[src/hw/rtl/shared_pool_message_queues_defines.svh]
// Assertion macros shared by the queue manager modules
`ifndef SHARED_POOL_MESSAGE_QUEUES_DEFINES_SVH
`define SHARED_POOL_MESSAGE_QUEUES_DEFINES_SVH
// implication checked on every clock edge outside reset
`define SPMQ_ASSERT_IMP(lbl, ante, cons, msg) \
  lbl: assert property (@(posedge clk_i) disable iff (!rst_ni) (ante) |-> (cons)) \
    else $error(msg);
// next-cycle implication
`define SPMQ_ASSERT_NEXT(lbl, ante, cons, msg) \
  lbl: assert property (@(posedge clk_i) disable iff (!rst_ni) (ante) |=> (cons)) \
    else $error(msg);
`endif

[src/hw/rtl/spmq_pkg.sv]
// Shared types and codes for the message queue manager
package spmq_pkg;
  localparam int unsigned PoolSlots  = 16;
  localparam int unsigned QueueCount = 4;
  localparam int unsigned SignalBits = 32;
  localparam int unsigned SlotW      = $clog2(PoolSlots);
  localparam int unsigned CntW       = $clog2(PoolSlots + 1);
  localparam int unsigned QidW       = 2;
  localparam int unsigned CfgW       = 2;

  typedef enum logic [1:0] {
    OpPut  = 2'd0,
    OpGet  = 2'd1,
    OpFree = 2'd2,
    OpNop  = 2'd3
  } op_e;

  typedef enum logic [2:0] {
    StOk     = 3'd0,
    StQFull  = 3'd1,
    StPFull  = 3'd2,
    StQEmpty = 3'd3,
    StNone   = 3'd4
  } status_e;

  typedef struct packed {
    op_e                     operation;
    logic [QidW-1:0]         queue_id;
    logic signed [31:0]      signal_in;
    logic [3:0]              slot_in;
  } req_t;

  typedef struct packed {
    status_e                 status;
    logic [3:0]              slot_out;
    logic signed [31:0]      signal_out;
    logic [4:0]              pool_in_use;
  } rsp_t;

  // classified request handed from front to back
  typedef struct packed {
    op_e                     op;
    logic [QidW-1:0]         qid;
    logic [SignalBits-1:0]   sig;
    logic [SlotW-1:0]        slot;
  } cmd_t;
endpackage

[src/hw/rtl/spmq_front.sv]
// Front end: request intake and two-entry command queue
module spmq_front (
  input  logic            clk_i,
  input  logic            rst_ni,
  input  logic            push,
  output logic            full,
  input  spmq_pkg::req_t  req_i,
  output logic            cmd_valid_o,
  input  logic            cmd_ready_i,
  output spmq_pkg::cmd_t  cmd_o
);
  import spmq_pkg::*;
  `include "shared_pool_message_queues_defines.svh"

  cmd_t     buf_q [2];
  logic     wr_q, rd_q;
  logic [1:0] cnt_q;
  cmd_t     cmd_in;
  logic     do_wr, do_rd;

  always_comb begin
    cmd_in.op   = req_i.operation;
    cmd_in.qid  = req_i.queue_id;
    cmd_in.sig  = SignalBits'(req_i.signal_in);
    cmd_in.slot = req_i.slot_in[SlotW-1:0];
  end

  assign full        = cnt_q == 2'd2;
  assign do_wr       = push && !full;
  assign cmd_valid_o = cnt_q != 2'd0;
  assign do_rd       = cmd_valid_o && cmd_ready_i;
  assign cmd_o       = buf_q[rd_q];

  always_ff @(posedge clk_i) begin
    if (do_wr) buf_q[wr_q] <= cmd_in;
  end

  always_ff @(posedge clk_i or negedge rst_ni) begin
    if (!rst_ni) begin
      wr_q  <= 1'b0;
      rd_q  <= 1'b0;
      cnt_q <= 2'd0;
    end else begin
      if (do_wr) wr_q <= ~wr_q;
      if (do_rd) rd_q <= ~rd_q;
      cnt_q <= cnt_q + 2'(do_wr) - 2'(do_rd);
    end
  end

  `SPMQ_ASSERT_IMP(a_cnt_range, 1'b1, cnt_q != 2'd3, "command queue count overflow")
  `SPMQ_ASSERT_NEXT(a_full_hold, full && !do_rd, full, "full dropped without a read")
  `SPMQ_ASSERT_IMP(a_ptr_sync, cnt_q == 2'd1, wr_q != rd_q, "pointers out of step")
endmodule

[src/hw/rtl/spmq_back.sv]
// Back end: free list, queue links and result register
module spmq_back (
  input  logic            clk_i,
  input  logic            rst_ni,
  input  logic            cmd_valid_i,
  output logic            cmd_ready_o,
  input  spmq_pkg::cmd_t  cmd_i,
  input  logic [4:0]      cap_i [spmq_pkg::QueueCount],
  output logic            empty,
  input  logic            pop,
  output spmq_pkg::rsp_t  rsp_o
);
  import spmq_pkg::*;
  `include "shared_pool_message_queues_defines.svh"

  logic [SlotW-1:0]      link_q [PoolSlots];
  logic [SignalBits-1:0] sig_mem [PoolSlots];
  logic [SlotW-1:0]      free_head_q;
  logic [CntW-1:0]       used_q;
  logic [SlotW-1:0]      head_q [QueueCount];
  logic [SlotW-1:0]      tail_q [QueueCount];
  logic [CntW-1:0]       qcnt_q [QueueCount];
  logic                  rvalid_q;
  rsp_t                  rsp_q;

  logic                  go, do_put, do_get, do_free;
  status_e               st;
  logic [SlotW-1:0]      gslot;
  logic [CntW-1:0]       used_d;

  assign cmd_ready_o = !rvalid_q || pop;
  assign go          = cmd_valid_i && cmd_ready_o;
  assign empty       = !rvalid_q;
  assign rsp_o       = rsp_q;
  assign gslot       = head_q[cmd_i.qid];

  always_comb begin
    st      = StOk;
    do_put  = 1'b0;
    do_get  = 1'b0;
    do_free = 1'b0;
    unique case (cmd_i.op)
      OpPut: begin
        if (qcnt_q[cmd_i.qid] >= cap_i[cmd_i.qid]) st = StQFull;
        else if (used_q >= CntW'(PoolSlots)) st = StPFull;
        else do_put = 1'b1;
      end
      OpGet: begin
        if (qcnt_q[cmd_i.qid] == '0) st = StQEmpty;
        else do_get = 1'b1;
      end
      OpFree: begin
        if (used_q == '0) st = StNone;
        else do_free = 1'b1;
      end
      default: ;
    endcase
    used_d = used_q;
    if (go && do_put)  used_d = used_q + 1'b1;
    if (go && do_free) used_d = used_q - 1'b1;
  end

  always_ff @(posedge clk_i) begin
    if (go && do_put) sig_mem[free_head_q] <= cmd_i.sig;
    if (go) begin
      rsp_q.status      <= st;
      rsp_q.slot_out    <= do_put ? free_head_q : (do_get ? gslot : '0);
      rsp_q.signal_out  <= do_get ? sig_mem[gslot] : '0;
      rsp_q.pool_in_use <= used_d;
    end
  end

  always_ff @(posedge clk_i or negedge rst_ni) begin
    if (!rst_ni) begin
      for (int i = 0; i < PoolSlots; i++) link_q[i] <= SlotW'(i + 1);
      for (int i = 0; i < QueueCount; i++) begin
        head_q[i] <= '0;
        tail_q[i] <= '0;
        qcnt_q[i] <= '0;
      end
      free_head_q <= '0;
      used_q      <= '0;
      rvalid_q    <= 1'b0;
    end else begin
      if (go) rvalid_q <= 1'b1;
      else if (pop) rvalid_q <= 1'b0;
      used_q <= used_d;
      if (go && do_put) begin
        free_head_q <= link_q[free_head_q];
        if (qcnt_q[cmd_i.qid] == '0) head_q[cmd_i.qid] <= free_head_q;
        else link_q[tail_q[cmd_i.qid]] <= free_head_q;
        link_q[free_head_q]  <= '0;
        tail_q[cmd_i.qid]    <= free_head_q;
        qcnt_q[cmd_i.qid]    <= qcnt_q[cmd_i.qid] + 1'b1;
      end
      if (go && do_get) begin
        if (qcnt_q[cmd_i.qid] == CntW'(1)) begin
          head_q[cmd_i.qid] <= '0;
          tail_q[cmd_i.qid] <= '0;
        end else begin
          head_q[cmd_i.qid] <= link_q[gslot];
        end
        qcnt_q[cmd_i.qid] <= qcnt_q[cmd_i.qid] - 1'b1;
      end
      if (go && do_free) begin
        link_q[cmd_i.slot] <= free_head_q;
        free_head_q        <= cmd_i.slot;
      end
    end
  end

  `SPMQ_ASSERT_IMP(a_used_max, 1'b1, used_q <= CntW'(PoolSlots), "pool count overflow")
  `SPMQ_ASSERT_NEXT(a_rsp_hold, rvalid_q && !pop, rvalid_q && $stable(rsp_q),
    "stalled result changed")
  `SPMQ_ASSERT_NEXT(a_put_count, go && do_put, used_q == $past(used_q) + 1'b1,
    "put did not allocate")
  `SPMQ_ASSERT_IMP(a_ok_status, go && (do_put || do_get || do_free), st == StOk,
    "executed request with error status")
endmodule

[src/hw/rtl/shared_pool_message_queues.sv]
// Top level of the shared-pool message queue manager
//
// Requests enter a queue-style port: drive req_i and raise push while full is
// low. Each request (put, get, free or nop) gives exactly one result, read
// from the output side while empty is low and taken with pop. A two-entry
// command queue decouples intake from execution; the back end runs one
// request per cycle while its result is taken. A request is stored in the
// command queue and then executed into the result register. Sustained
// throughput is one request per cycle while pop stays high.
// Capacity registers are written through cfg_valid_i/cfg_ready_i with an
// index 0..3 and 5-bit data; the port is always ready.
// Reset links all slots into the free list, empties every queue and sets all
// capacities to 16 at once; no clearing pass is needed.
// While pop stays low the result holds, the back end stops, and the command
// queue fills; full then rises and further requests wait.
module shared_pool_message_queues (
  input  logic            clk_i,
  input  logic            rst_ni,
  input  logic            push,
  output logic            full,
  input  spmq_pkg::req_t  req_i,
  output logic            empty,
  input  logic            pop,
  output spmq_pkg::rsp_t  rsp_o,
  input  logic            cfg_valid_i,
  output logic            cfg_ready_o,
  input  logic [1:0]      cfg_index_i,
  input  logic [4:0]      cfg_data_i
);
  import spmq_pkg::*;

  logic [4:0] cap_q [QueueCount];
  logic       cmd_valid, cmd_ready;
  cmd_t       cmd;

  assign cfg_ready_o = 1'b1;

  always_ff @(posedge clk_i or negedge rst_ni) begin
    if (!rst_ni) begin
      for (int i = 0; i < QueueCount; i++) cap_q[i] <= 5'd16;
    end else if (cfg_valid_i) begin
      cap_q[cfg_index_i] <= cfg_data_i;
    end
  end

  spmq_front u_front (
    .clk_i, .rst_ni, .push, .full, .req_i,
    .cmd_valid_o(cmd_valid), .cmd_ready_i(cmd_ready), .cmd_o(cmd)
  );

  spmq_back u_back (
    .clk_i, .rst_ni,
    .cmd_valid_i(cmd_valid), .cmd_ready_o(cmd_ready), .cmd_i(cmd),
    .cap_i(cap_q), .empty, .pop, .rsp_o
  );
endmodule
[config.mk]
export PLATFORM = sky130hd
export DESIGN_NAME = shared_pool_message_queues
export DESIGN_NICKNAME = d
export VERILOG_FILES = /design/src/hw/rtl/spmq_pkg.sv /design/src/hw/rtl/spmq_front.sv /design/src/hw/rtl/spmq_back.sv /design/src/hw/rtl/shared_pool_message_queues.sv
export VERILOG_INCLUDE_DIRS = /design/src /design/src/hw/rtl
export SDC_FILE = /design/constraint.sdc
export NUM_CORES = 1
export LEC_CHECK = 0
export ABC_AREA = 1
export BUFFER_PORTS_ARGS = -buffer_cell sky130_fd_sc_hd__buf_4
export CORE_ASPECT_RATIO = 1.1
export CORE_MARGIN = 1
export CORE_UTILIZATION = 40
export CTS_CLUSTER_SIZE = 25
export DETAILED_ROUTE_END_ITERATION = 8
export REMOVE_ABC_BUFFERS = 1
export SLEW_MARGIN = 20
export SYNTH_ARGS = -nofsm -noshare
export SYNTH_HDL_FRONTEND = slang
export SYNTH_SLANG_ARGS = --single-unit
[constraint.sdc]
create_clock -name clk_i -period 4.9 [get_ports clk_i]
set_input_delay 0.49 -clock clk_i [delete_from_list [all_inputs] [get_ports clk_i]]
set_output_delay 0.49 -clock clk_i [all_outputs]
set_load 0.02 [all_outputs]
# After elaboration in Yosys (flattened, before gate mapping)
# Memories as Yosys holds them, arrays and structs flattened. A register that Yosys moved wholly into a read port is not among the register bits.
# Cells that the tools add are included.
# classes
add_sub_neg	6
mul	0
n_div	0
order_cmp	13
n_eq_ne	4
n_shift	0
n_mux	75
bitwise_logic	13
reduce_logical	20
# ops
op	count
$mux W64	4
$bwmux W64	2
$mux W16	7
$and A64 B64 Y64	1
$mux W4	16
$not A64 Y64	1
$bwmux W20	3
$bwmux W16	3
$demux W4 S4	3
$mux W20	2
$mux W5	8
$and A16 B16 Y16	2
$bmux W4 S4	2
$ge A5 B5 Y1 const B	5
$bmux W5 S2	2
$demux W5 S2	2
$not A4 Y5	4
$bmux W4 S2	2
$not A16 Y16	1
$lt A5 B1 Y1 const B	3
$mux W1	13
$add A5 B1 Y5 const B	2
$logic_and A1 B1 Y1	10
$logic_not A5 Y1	2
19 further kinds	31
# totals
register_bits	162
latch_bits	0
ram_bits	592
romBits	0
input_bits	52
out_inout_bits	47
memories	2
# memory_table
name	depth	word_bits	rd	rd_clocked_by_memory_dff	write_ports	line	rtl
u_back.sig_mem	16	32	1	1	1	spmq_back.sv:17	logic [SignalBits-1:0] sig_mem [PoolSlots];
u_front.buf_q	2	40	1	0	1	spmq_front.sv:15	cmd_t buf_q [2];

# Logic depth before layout (Yosys ltp)
# An unclocked memory read counts as a cell.
# logic_depth
ltp_word	17
mapped_depth	24

# By module
# From an unflattened synthesis, not the netlist that was laid out.
# unflattened
cells_unflattened	3625
area_unflattened_um2	35947.0
# by_module_without_submodules
module	n_inst	cells_per_inst	area_each_um2	seq_area_each_um2
spmq_back	1	3290	31866.8	19889.1
spmq_front	1	242	3209.3	2502.4
shared_pool_message_queues	1	93	870.8	505.5

# Worst setup path before layout
# OpenSTA, ideal clock, no wires.
# synth_timing
path_type	register -> register
from	register u_front.rd_q
to	memory u_back.sig_mem[12][0], enable pin
arrival_ns	3.474
required_ns	4.513
slack_ns	1.039
stages_incl_launch_ff	22
cell_sequence	dfrtp_1 -> buf_6 -> inv_4 -> nand2_2 -> nand2_4 -> nand2_1 -> buf_4 -> or2_2 -> nand4_1 -> inv_1 -> ha_1 -> nand2_1 -> nor2_1 -> nand2_1 -> nand4_1 -> nor2_4 -> nand2_4 -> buf_2 -> inv_1 -> buf_2 -> nand2_1 -> inv_1
# synth_between
elab_chain_cells	11
elab_cells_between_ends	15
cone_classes	1 x order compare; 10 x mux; 1 x bitwise; 2 x reduce/logical; 1 x memory
# synth_lines
element	line	rtl
from (decl)	spmq_front.sv:16	logic wr_q, rd_q;
from (signal assigned)	spmq_front.sv:45	if (do_rd) rd_q <= ~rd_q;
$mem_v2 Z2 W40 *	-	
$not A2 Y3 (not written as such)	spmq_back.sv:44	if (qcnt_q[cmd_i.qid] >= cap_i[cmd_i.qid]) st = StQFull;
$bmux W5 S2	spmq_back.sv:44	
$mux W5 (not written as such) (2 in series)	spmq_back.sv:44	
$ge A5 B5 Y1	spmq_back.sv:44	
$mux W1	spmq_back.sv:44	
$mux W1 *	spmq_back.sv:42	unique case (cmd_i.op)
$logic_and A1 B1 Y1 *	spmq_back.sv:64	if (go && do_put) sig_mem[free_head_q] <= cmd_i.sig;
$mux W1 *	spmq_back.sv:64	
$mux W1 (not written as such) *	spmq_back.sv:64	
to (decl)	spmq_back.sv:17	
# Mark *: on every way between the ends. The rest lies on a longest branch, timed or not. The select of a mux whose other input is x is not followed.

# Final worst setup path
# layout_timing
from	register u_front.rd_q
to	memory u_back.sig_mem[4][24], enable pin
# Same word-level chain as after synthesis.

==> results.cfg <==
[outcome]
status = completed

[power]
ir_drop_uv = 813.7
cellPowerDensity_nw_per_um2 = 747.3
power.total_mw = 30.63
leakage_nw = 17.20

[global_route]
grt_max_degree = 146
grt_pass1_wl_mm = 149.8
grt_pass1_vias = 24598
antenna_found_initial = 0
overflow = 0
grt.total_usage_pct = 21.58

[cts]
cts_buffers = 85
cts_setup_buffers = 0
clk_latency_ps = 680
cts_tree = done
clkTransAtPathRegs_ps = 60
clock_path_buffers = 3
cts_sinks = 786
clock-root-buffer = clkbuf_16
h-tree-depth = 3

[timing]
maxSlewHeadroom_pct = 31.63
period_share_pct = 93.44
worst_hold_slack_ps = 26.19
rsz0062_at_grt = false
setup_tns_ps = 0
max_freq_mhz = 218.4
setup_ws_ps = 321.6
setup_violations = 0
drv_slew = 0
skew_ps = 65.88
hold_viol = 0
worstMarginPinSlew_ps = 1022
fin_crit_ps = 4578

[setup_path]
crit_fanout = 24
cp_cell_sequence = inv_4 -> nand2_2 -> nand2_4 -> nand2_1 -> buf_4 -> or2_2 -> nand4_1 -> ha_1 -> inv_1 -> nand2_1 -> nand2_1 -> nand4_1 -> nor2_4 -> nand2_4 -> clkinvlp_4 -> nand2_1 -> inv_2 -> buf_4
crit_buf_inv = 6
critPathLaunchType = flop
end_kind = flop
cp_slowest_cell = dfrtp_2
worstPathArrival_ps = 4920
crit_family = simple AND/OR/NAND/NOR gates
worstSetupPathType = reg2reg
slowest_delay_ps = 480
required_ps = 5240
path_common_cell = nand2_1

[final_layout]
antennaDiodeCount = 0
area_growth_pct = 14.85
fin_cells = 4930
layout-drive-gt1-share_pct = 11.62
utilization_pct = 46.51
fin_area_um2 = 40990
nets = 3767

[synthesis]
netlist_instances = 3595
synthXorXnorAreaFrac_pct = 0.2208
synth_top_family_by_area = simple AND/OR/NAND/NOR gates
synth_top_area_share_pct = 53.51
synth_compound_area_share_pct = 5.391
synth_area_um2 = 35690
yosys.area_share.simple_pct = 23.49
ys_seq_area_share_pct = 64.15
synth-adder-area-share_pct = 0.4207
synth_mux_area_share_pct = 0
synth_edf_count = 636
ys_types = 49
async_flop_share_pct = 19.08
ys_ff_latch = 786
synth-warning-count = 0
synth-main-ff-cell = edfxtp_1
syn_area_per_cell_um2 = 9.929
ys_top_cells_by_area = edfxtp_1, nand2_1, dfrtp_1, nand3_1, inv_1
synth_common_cells = nand2_1, edfxtp_1, nand3_1
synth.most_common_cell = nand2_1
synth_largest_area_cell = edfxtp_1

[placed_design]
place_hpwl_mm = 58.44
io_buffers = 97
preCtsSetupSlack_ps = 229.9
place.gp.congestion = 0.9228
dpl_cell_area_um2 = 37840
place_inst = 4745

[die]
die_area_um2 = 90430
dieWidth_um = 286.8
initial_utilization_pct = 40.49
die_y_um = 315.3
core-area_um2 = 88150
io_pins = 99
num_rows = 114

[route]
num_vias = 25529
viasPerCell = 5.178
post_drt_wl_per_cell_um = 19.70
drc_errors = 0
final_antenna_net_count = 0
first_pass_iters = 6
wirelength_mm = 97.13
drtIter0Drc = 1958

[min_path]
min_path_type = in2reg

[run]
drv_cap = 0
==> cells in the final DEF (no fill, tap or decap), drive strengths merged, types with 6 or more instances in the layout <==
master,Yosys,layout
a21oi,51,51
a221oi,6,6
buf,100,165
bufinv,0,8
clkbuf,74,105
clkinv,1,34
dfrtp,114,114
dfstp,36,36
dlygate4sd3,0,30
edfxtp,636,636
ha,12,12
inv,377,381
nand2,1174,1174
nand3,390,390
nand3b,69,69
nand4,10,10
nor2,261,261
nor3,20,20
o211ai,130,130
o21ai,72,72
o22ai,28,28
or2,12,12
xor2,8,8
==> layout make-up <==
type,instances,area (um2)
Inverter,378,1429
Multi-Input combinational cell,2257,10600
Timing Repair Buffer,195,1780
Fill cell,8236,47160
Clock buffer,105,2242
Tap cell,1160,1451
Sequential cell,786,22900
Clock inverter,49,590.6
==> worst reg2reg max path, cell delays in order, from the launching register on <==
cell and delay (ps):
dfrtp_2 480, inv_4 120, nand2_2 90, nand2_4 160
nand2_1 210, buf_4 220, or2_2 280, nand4_1 170
ha_1 270, inv_1 60, nand2_1 50, nand2_1 70
nand4_1 240, nor2_4 220, nand2_4 260, clkinvlp_4 370
nand2_1 170, inv_2 480, buf_4 350
==> power by group <==
part	switching (mW)	internal [mW]	leakage [nW]	total, mW
combinational	10.5	4.00	8.27	14.5
sequential	0.446	9.21	7.55	9.66
clock	2.76	3.73	1.38	6.49
==> routing by layer <==
layer  part of all wire, %  track usage, %  vias to the layer above  wire [um]
li1                      -               -                    12232          -
met1                    45           29.88                    12319      43260
met2                    47           34.93                      816      45380
met3                   5.9           2.894                      162       5705
met4                   2.9           7.411                        0       2783
met5                     0               0                        -          0
==> repair_timing <==
item / CTS / global route
resized for setup: 0 / 1
endpoints found under the setup margin: 0 / 103
endpoints found under the hold margin: 80 / 0
hold buffers: 30 / 0
==> worst paths after layout <==
kind                       slack (ps)    startpoint  cells after the start                     to
max                               320  u_front.rd_q                     18  u_back.sig_mem[4][24]
min                                30      req_i[0]                      1    u_front.buf_q[0][0]
max reg2reg                       320  u_front.rd_q                     18  u_back.sig_mem[4][24]
min reg2reg                       490     cap_q[11]                      2              cap_q[11]
max in group asynchronous        3440        rst_ni                      3              cap_q[13]
min in group asynchronous         350        rst_ni                      2      u_back.link_q[43]
==> cells by family (layout without fill, tap and decap cells) <==
family | Yosys count | in the layout
simple gates | 1939 | 1939
flops | 786 | 786
buf+inv | 552 | 727
compound gates | 296 | 296
fa+ha+maj | 12 | 12
xor+xnor | 9 | 9
other cells | 1 | 1
==> state kept, by name, indices dropped and copies added (netlist names) <==
name / count
u_back.head_q: 16
u_front.cnt_q: 2
u_back.used_q: 5
u_back.rsp_o: 44
u_back.sig_mem: 512
u_front.rd_q: 1
u_front.wr_q: 1
u_back.rvalid_q: 1
u_back.free_head_q: 4
u_back.qcnt_q: 20
u_back.link_q: 64
cap_q: 20
u_back.tail_q: 16
u_front.buf_q: 80
Note: power is estimated with default switching activity, not from simulation.
